$ cat config.mk
export PLATFORM = sky130hd
export DESIGN_NAME = interrupt_controller_regs_core
export DESIGN_NICKNAME = d
export VERILOG_FILES = /design/src/rtl/core/icr_pkg.sv /design/src/rtl/core/interrupt_controller_regs_core.sv
export SDC_FILE = /design/constraint.sdc
export NUM_CORES = 1
export LEC_CHECK = 0
export BUFFER_PORTS_ARGS = -buffer_cell sky130_fd_sc_hd__clkbuf_2
export CELL_PAD_IN_SITES_DETAIL_PLACEMENT = 0
export CELL_PAD_IN_SITES_GLOBAL_PLACEMENT = 1
export CORE_AREA = 2 2 91 159
export DETAILED_ROUTE_END_ITERATION = 8
export DIE_AREA = 0 0 93 161
export GPL_TIMING_DRIVEN = 0
export HOLD_SLACK_MARGIN = 0.1
export PLACE_DENSITY = 0.88
export SYNTH_ARGS = -nofsm -noshare
export SYNTH_HDL_FRONTEND = slang
export SYNTH_SLANG_ARGS = --single-unit
$ cat constraint.sdc
create_clock -name clk -period 6.1 [get_ports clk]
set_input_delay 1.22 -clock clk [delete_from_list [all_inputs] [get_ports clk]]
set_output_delay 1.22 -clock clk [all_outputs]
set_load 0.02 [all_outputs]
$ cat src/rtl/core/icr_pkg.sv
// ----------------------------------------------------------------------------
// icr_pkg
// Shared constants for the interrupt controller register core: action codes,
// register offsets, field widths and the implemented line mask.
// ----------------------------------------------------------------------------
package icr_pkg;

	localparam int NUM_LINES = 16;

	localparam int LINE_W   = 16;
	localparam int WAIT_W   = 15;
	localparam int DATA_W   = 32;
	localparam int OFS_W    = 8;
	localparam int SIZE_W   = 3;
	localparam int ACTION_W = 2;
	localparam int INDEX_W  = 4;

	localparam logic [ACTION_W-1:0] ACT_LINE  = 2'd0;
	localparam logic [ACTION_W-1:0] ACT_READ  = 2'd1;
	localparam logic [ACTION_W-1:0] ACT_WRITE = 2'd2;

	localparam logic [OFS_W-1:0] OFS_ENABLE  = 8'h00;
	localparam logic [OFS_W-1:0] OFS_PENDING = 8'h02;
	localparam logic [OFS_W-1:0] OFS_WAIT    = 8'h04;
	localparam logic [OFS_W-1:0] OFS_MASTER  = 8'h08;

	localparam logic [SIZE_W-1:0] SIZE_HALF = 3'd2;
	localparam logic [SIZE_W-1:0] SIZE_WORD = 3'd4;

	localparam logic [LINE_W-1:0] LINE_MASK =
		LINE_W'((33'd1 << NUM_LINES) - 33'd1);

endpackage

$ cat src/rtl/core/interrupt_controller_regs_core.sv
// ----------------------------------------------------------------------------
// interrupt_controller_regs_core
// Sixteen-line interrupt controller behind a small register window. Each input
// word is a line level change, a register read or a register write; each one
// returns exactly one result word carrying the read data, the interrupt
// request after that word and an access error flag. Registers: enable mask
// (offset 0, a 32-bit access also covers the pending flags), pending flags
// (offset 2, write ones to clear), wait control (offset 4, 15 bits) and master
// enable (offset 8, bit 0 set enables). Unknown offsets read zero, ignore
// writes and flag an error; oversize accesses flag an error but still take
// effect. One word is accepted every cycle while the result side keeps up; a
// result appears at the edge that moves the word from the input register into
// the result register, and the register state is updated at that same edge.
// While the result side stalls, the core holds one word in its input register
// and one in its result register, then stalls its input.
// ----------------------------------------------------------------------------
module interrupt_controller_regs_core
	import icr_pkg::*;
(
	input  logic                clk,
	input  logic                arst_n,
	input  logic                in_valid,
	output logic                in_stall,
	input  logic [ACTION_W-1:0] action,
	input  logic [INDEX_W-1:0]  line_index,
	input  logic                line_level,
	input  logic [OFS_W-1:0]    reg_offset,
	input  logic [SIZE_W-1:0]   access_size,
	input  logic [DATA_W-1:0]   write_data,
	output logic                out_valid,
	input  logic                out_stall,
	output logic [DATA_W-1:0]   read_data,
	output logic                irq_out,
	output logic                access_error
);

	logic                valid_s1;
	logic [ACTION_W-1:0] action_s1;
	logic [INDEX_W-1:0]  index_s1;
	logic                level_s1;
	logic [OFS_W-1:0]    ofs_s1;
	logic [SIZE_W-1:0]   size_s1;
	logic [DATA_W-1:0]   data_s1;

	logic [LINE_W-1:0]   pending_q;
	logic [LINE_W-1:0]   enable_q;
	logic [WAIT_W-1:0]   wait_q;
	logic                master_q;

	logic                out_valid_q;
	logic [DATA_W-1:0]   read_data_q;
	logic                irq_q;
	logic                error_q;

	logic                out_free;
	logic                advance;
	logic                in_take;

	logic [LINE_W-1:0]   pending_nxt;
	logic [LINE_W-1:0]   enable_nxt;
	logic [WAIT_W-1:0]   wait_nxt;
	logic                master_nxt;
	logic [DATA_W-1:0]   rdata_nxt;
	logic                error_nxt;
	logic                irq_nxt;
	logic [LINE_W-1:0]   line_bit;
	logic                index_ok;
	logic                size_over_word;
	logic                size_over_half;

	assign out_free = !out_valid_q || !out_stall;
	assign advance  = valid_s1 && out_free;
	assign in_stall = valid_s1 && !out_free;
	assign in_take  = in_valid && !in_stall;

	assign index_ok       = {1'b0, index_s1} < (INDEX_W+1)'(NUM_LINES);
	assign line_bit       = LINE_MASK & (LINE_W'(1) << index_s1);
	assign size_over_word = size_s1 > SIZE_WORD;
	assign size_over_half = size_s1 > SIZE_HALF;

	always_comb begin
		pending_nxt = pending_q;
		enable_nxt  = enable_q;
		wait_nxt    = wait_q;
		master_nxt  = master_q;
		rdata_nxt   = '0;
		error_nxt   = 1'b0;
		case (action_s1)
			ACT_LINE: begin
				if (index_ok) begin
					if (level_s1)
						pending_nxt = pending_q | line_bit;
					else
						pending_nxt = pending_q & ~line_bit;
				end
			end
			ACT_READ: begin
				unique case (ofs_s1)
					OFS_ENABLE: begin
						error_nxt = size_over_word;
						if (size_s1 == SIZE_HALF)
							rdata_nxt = {{(DATA_W-LINE_W){1'b0}}, enable_q};
						else
							rdata_nxt = {pending_q, enable_q};
					end
					OFS_PENDING: begin
						error_nxt = size_over_half;
						rdata_nxt = {{(DATA_W-LINE_W){1'b0}}, pending_q};
					end
					OFS_WAIT: begin
						error_nxt = size_over_word;
						rdata_nxt = {{(DATA_W-WAIT_W){1'b0}}, wait_q};
					end
					OFS_MASTER: begin
						error_nxt = size_over_word;
						rdata_nxt = {{(DATA_W-1){1'b0}}, master_q};
					end
					default: begin
						error_nxt = 1'b1;
					end
				endcase
			end
			ACT_WRITE: begin
				unique case (ofs_s1)
					OFS_ENABLE: begin
						error_nxt  = size_over_word;
						enable_nxt = data_s1[LINE_W-1:0];
						if (size_s1 >= SIZE_WORD)
							pending_nxt = pending_q & ~data_s1[DATA_W-1:LINE_W];
					end
					OFS_PENDING: begin
						error_nxt   = size_over_half;
						pending_nxt = pending_q & ~data_s1[LINE_W-1:0];
					end
					OFS_WAIT: begin
						error_nxt = size_over_word;
						wait_nxt  = data_s1[WAIT_W-1:0];
					end
					OFS_MASTER: begin
						error_nxt  = size_over_word;
						master_nxt = data_s1[0];
					end
					default: begin
						error_nxt = 1'b1;
					end
				endcase
			end
			default: begin
			end
		endcase
		irq_nxt = master_nxt && |(pending_nxt & enable_nxt);
	end

	always_ff @(posedge clk or negedge arst_n) begin
		if (!arst_n) begin
			valid_s1 <= 1'b0;
		end else if (in_take || advance) begin
			valid_s1 <= in_take;
		end
	end

	// input register; hold while the result side is stalled
	always_ff @(posedge clk) begin
		if (in_take) begin
			action_s1 <= action;
			index_s1  <= line_index;
			level_s1  <= line_level;
			ofs_s1    <= reg_offset;
			size_s1   <= access_size;
			data_s1   <= write_data;
		end
	end

	always_ff @(posedge clk or negedge arst_n) begin
		if (!arst_n) begin
			pending_q   <= '0;
			enable_q    <= '0;
			wait_q      <= '0;
			master_q    <= 1'b0;
			out_valid_q <= 1'b0;
		end else begin
			if (advance) begin
				pending_q <= pending_nxt;
				enable_q  <= enable_nxt;
				wait_q    <= wait_nxt;
				master_q  <= master_nxt;
			end
			if (out_free)
				out_valid_q <= valid_s1;
		end
	end

	always_ff @(posedge clk) begin
		if (advance) begin
			read_data_q <= rdata_nxt;
			irq_q       <= irq_nxt;
			error_q     <= error_nxt;
		end
	end

	assign out_valid    = out_valid_q;
	assign read_data    = read_data_q;
	assign irq_out      = irq_q;
	assign access_error = error_q;

	a_stall_needs_word: assert property (@(posedge clk) disable iff (!arst_n)
		in_stall |-> valid_s1)
		else $error("input stalled with an empty input register");

	a_irq_matches_state: assert property (@(posedge clk) disable iff (!arst_n)
		out_valid_q |-> (irq_q == (master_q && |(pending_q & enable_q))))
		else $error("held interrupt request disagrees with register state");

	a_pending_in_range: assert property (@(posedge clk) disable iff (!arst_n)
		(pending_q & ~LINE_MASK) == '0)
		else $error("pending flag set on an unimplemented line");

	a_state_held_on_stall: assert property (@(posedge clk) disable iff (!arst_n)
		!advance |=> $stable(pending_q) && $stable(enable_q) && $stable(master_q))
		else $error("register state changed without a word passing");

endmodule

==> results.json <==
{
  "status": "complete, but fails checks",
  "failed_checks": "design-rule violations",
  "cp_top_family": "buffers and inverters",
  "port_buffers": 89,
  "drive_gt1_frac": 0.273,
  "whs_endpoint": "wait_q[14]$_DFFE_PN0P_",
  "hold_buffers": 0,
  "hpwl_mm": 12.4,
  "stdcell_count": 795,
  "synthCells": 495,
  "gr-total-overflow": 0,
  "synth_edf_count": 84,
  "r2r_start": "ofs_s1[1]$_DFFE_PP_",
  "min_path_cells": 1,
  "timing_hold_violations_final": 0,
  "path_cells": "clkbuf_2 > nand2_1 > nand2_1 > clkinv_2 > and2_1 > clkbuf_1 > buf_2 > mux2_2",
  "final-max-slew-violation-count": 0,
  "rr_worst_depth": 9,
  "max_slew.worst_pin.slew_ns": 1.14,
  "vias": 4525,
  "top_layer_used": "met4",
  "synth_ff_type": "edfxtp_1",
  "root_buffer": "clkbuf_16",
  "crit_slowest_cell": "clkinv_2",
  "fin_crit_sh": 0.570,
  "cts_buffers": 17,
  "grt_pass1_wl_mm": 26.6,
  "slowest_delay_ns": 0.65,
  "final_area_um2": 7500,
  "fp.dieArea_um2": 15000,
  "fin_crit_ns": 3.48,
  "synthesis.nets": 552,
  "hold_path_startpoint": "wait_q[14]$_DFFE_PN0P_",
  "setup_violations": 0,
  "wl_per_cell_um": 21.6,
  "worst_setup_path_end_kind": "flop",
  "ctsHtreeMaxLevel": 4,
  "n_fill_cell": 1218,
  "dp_cells": 762,
  "hold_path.class": "flop to flop",
  "die_w_um": 93,
  "worstPathRequired_ns": 6.40,
  "tns_ns": 0,
  "route.antenna.remaining_nets": 0,
  "std_cell_rows": 57,
  "timing.hold.ws_ns": 0.510,
  "max_clock_freq_ghz": 0.287,
  "place_area_um2": 6880,
  "slew-limit-headroom": 0.239,
  "synthArstFlopShare": 0.373,
  "p_per_area_nw_per_um2": 334,
  "ios": 90,
  "grt_pass1_vias": 4619,
  "ys_warn_count": 0,
  "yosysTopAreaCell": "edfxtp_1",
  "via_per_inst": 5.69,
  "antenna_found_initial": 0,
  "core-area_um2": 13700,
  "cp_max_fo": 43,
  "clk_pin_slew_ns": 0.06,
  "synth_top_area_frac": 0.407,
  "netlist_area_um2": 6190,
  "ys_ff_latch": 134,
  "wl_met2_mm": 9.25,
  "clock_skew_ns": 0.00760,
  "ys_seq_area_frac": 0.610,
  "maxCapViolCount": 0,
  "die_y_um": 161,
  "ys_top_cells_by_area": "edfxtp_1 41%, dfrtp_1 20%, mux2_2 5.6%",
  "start_util": 0.452,
  "first_pass_iters": 8,
  "drcViolationCount": 1,
  "rsz0062_at_grt": "false",
  "wl_met3_um": 650,
  "cts_tree": "done",
  "finalWirelength_mm": 17.2,
  "r2r_slack_ns": 2.70,
  "avgSynthCellArea_um2": 12.5,
  "syn2layout_area_growth_pct": 21.2,
  "cts_sinks": 134,
  "timing_worst_setup_path_type": "input pin to flop",
  "grt_max_degree": 51,
  "synth.distinct_cells": 50,
  "reg2reg_to": "irq_out$_DFFE_PP_",
  "final_nets": 662,
  "crit_buf_inv": 4,
  "num_antenna_cells": 0,
  "met1_length_mm": 6.33,
  "gp_congestion": 0.937,
  "clockBufferDepth": 2,
  "arrival_ns": 3.78,
  "drtIter0Drc": 335,
  "crit_top_cell": "nand2_1",
  "track_usage": 0.242,
  "p_leak_nw": 3.02,
  "post-cts-setup-buffer-count": 0,
  "clkLatencyLatePin_ns": 0.41,
  "ir_drop_mv": 0.206,
  "ctsResizeCount": 0,
  "crit_path_start_kind": "input pin"
}
## state kept, by name, indices dropped and copies added, names as in the netlist
signal,flops
size_s1,3
ofs_s1,8
level_s1,1
out_valid,1
irq_out,1
access_error,1
enable_q,16
index_s1,4
action_s1,2
master_q,1
pending_q,16
read_data,32
wait_q,15
valid_s1,1
data_s1,32
## layer usage
layer / up-vias / global-route usage
li1: 2091 / -
met1: 2207 / 0.270
met2: 176 / 0.431
met3: 51 / 0.0350
met4: 0 / 0.142
met5: - / 0
## placed cells by master (no fill, tap or decap), drive strengths merged, types with 4 or more instances in the layout
master,instances
a21oi,22
a22oi,14
a311oi,5
a31oi,9
and2,21
buf,18
clkbuf,124
clkinv,5
dfrtp,50
edfxtp,84
inv,13
mux2,31
mux2i,34
nand2,27
nand2b,7
nand3,7
nor2,29
nor2b,19
nor3,11
nor4,5
o211a,7
o211ai,13
o21ai,21
or3,4
## cell usage after synthesis (all sizes together) (4+ instances only)
| cell | n |
|---|---|
| a21oi | 22 |
| a22oi | 14 |
| a311oi | 5 |
| a31oi | 9 |
| and2 | 21 |
| buf | 15 |
| clkbuf | 17 |
| dfrtp | 50 |
| edfxtp | 84 |
| inv | 7 |
| mux2 | 31 |
| mux2i | 34 |
| nand2 | 27 |
| nand2b | 7 |
| nand3 | 7 |
| nor2 | 29 |
| nor2b | 19 |
| nor3 | 11 |
| nor4 | 5 |
| o211a | 7 |
| o211ai | 13 |
| o21ai | 21 |
| or3 | 4 |
## cells by family (layout without fill, tap and decap cells)
group | count (synthesis) | in the layout | share of synthesized area
buffers and inverters | 40 | 163 | 0.0293
and+or+nand+nor | 144 | 144 | 0.125
DFF | 134 | 134 | 0.610
adders and majority gates | 3 | 3 | 0.00606
muxes | 65 | 65 | 0.111
AOI/OAI and AO/OA | 109 | 109 | 0.119
## report_power, final
part | internal (mW) | total (mW) | switching [mW]
Clock | 0.626 | 1.03 | 0.408
Sequential | 1.06 | 1.18 | 0.126
Combinational | 0.103 | 0.286 | 0.183
Total | 1.79 | 2.50 | 0.716
## stage by stage
stage / utilization / total power, mW / worst slack [ns]
2_1_floorplan: - / 1.31 / 2.63
6_report: 0.548 / 2.50 / 2.62
5_1_grt: 0.548 / 2.59 / 2.41
3_5_place_dp: 0.502 / 1.48 / 2.18
3_3_place_gp: 0.501 / 1.47 / 1.52
4_1_cts: 0.547 / 2.51 / 2.59
## layout make-up
class	count	area, µm²	area share
buffer	32	151	0.0202
sequential	134	3770	0.503
tap	177	221	0.0295
clock buffer	19	443	0.0590
inverter	8	31.3	0.00417
clock inverter	13	160	0.0213
timing repair buffer	91	485	0.0647
multi-input combinational	321	2240	0.298
## worst max-delay path by stage
| stage | start | to | depth (start not counted) | slack (ns) |
|---|---|---|---|---|
| 2_1_floorplan | out_stall | wait_q[10]$_DFFE_PN0P_ | 7 | 2.63 |
| 3_3_place_gp | out_stall | enable_q[13]$_DFFE_PN0P_ | 8 | 1.52 |
| 3_5_place_dp | out_stall | enable_q[1]$_DFFE_PN0P_ | 8 | 2.18 |
| 4_1_cts | out_stall | enable_q[1]$_DFFE_PN0P_ | 8 | 2.59 |
| 5_1_grt | ofs_s1[1]$_DFFE_PP_ | irq_out$_DFFE_PP_ | 9 | 2.41 |
| 6_report | out_stall | enable_q[1]$_DFFE_PN0P_ | 8 | 2.62 |
(Power assumes the default switching activity.)
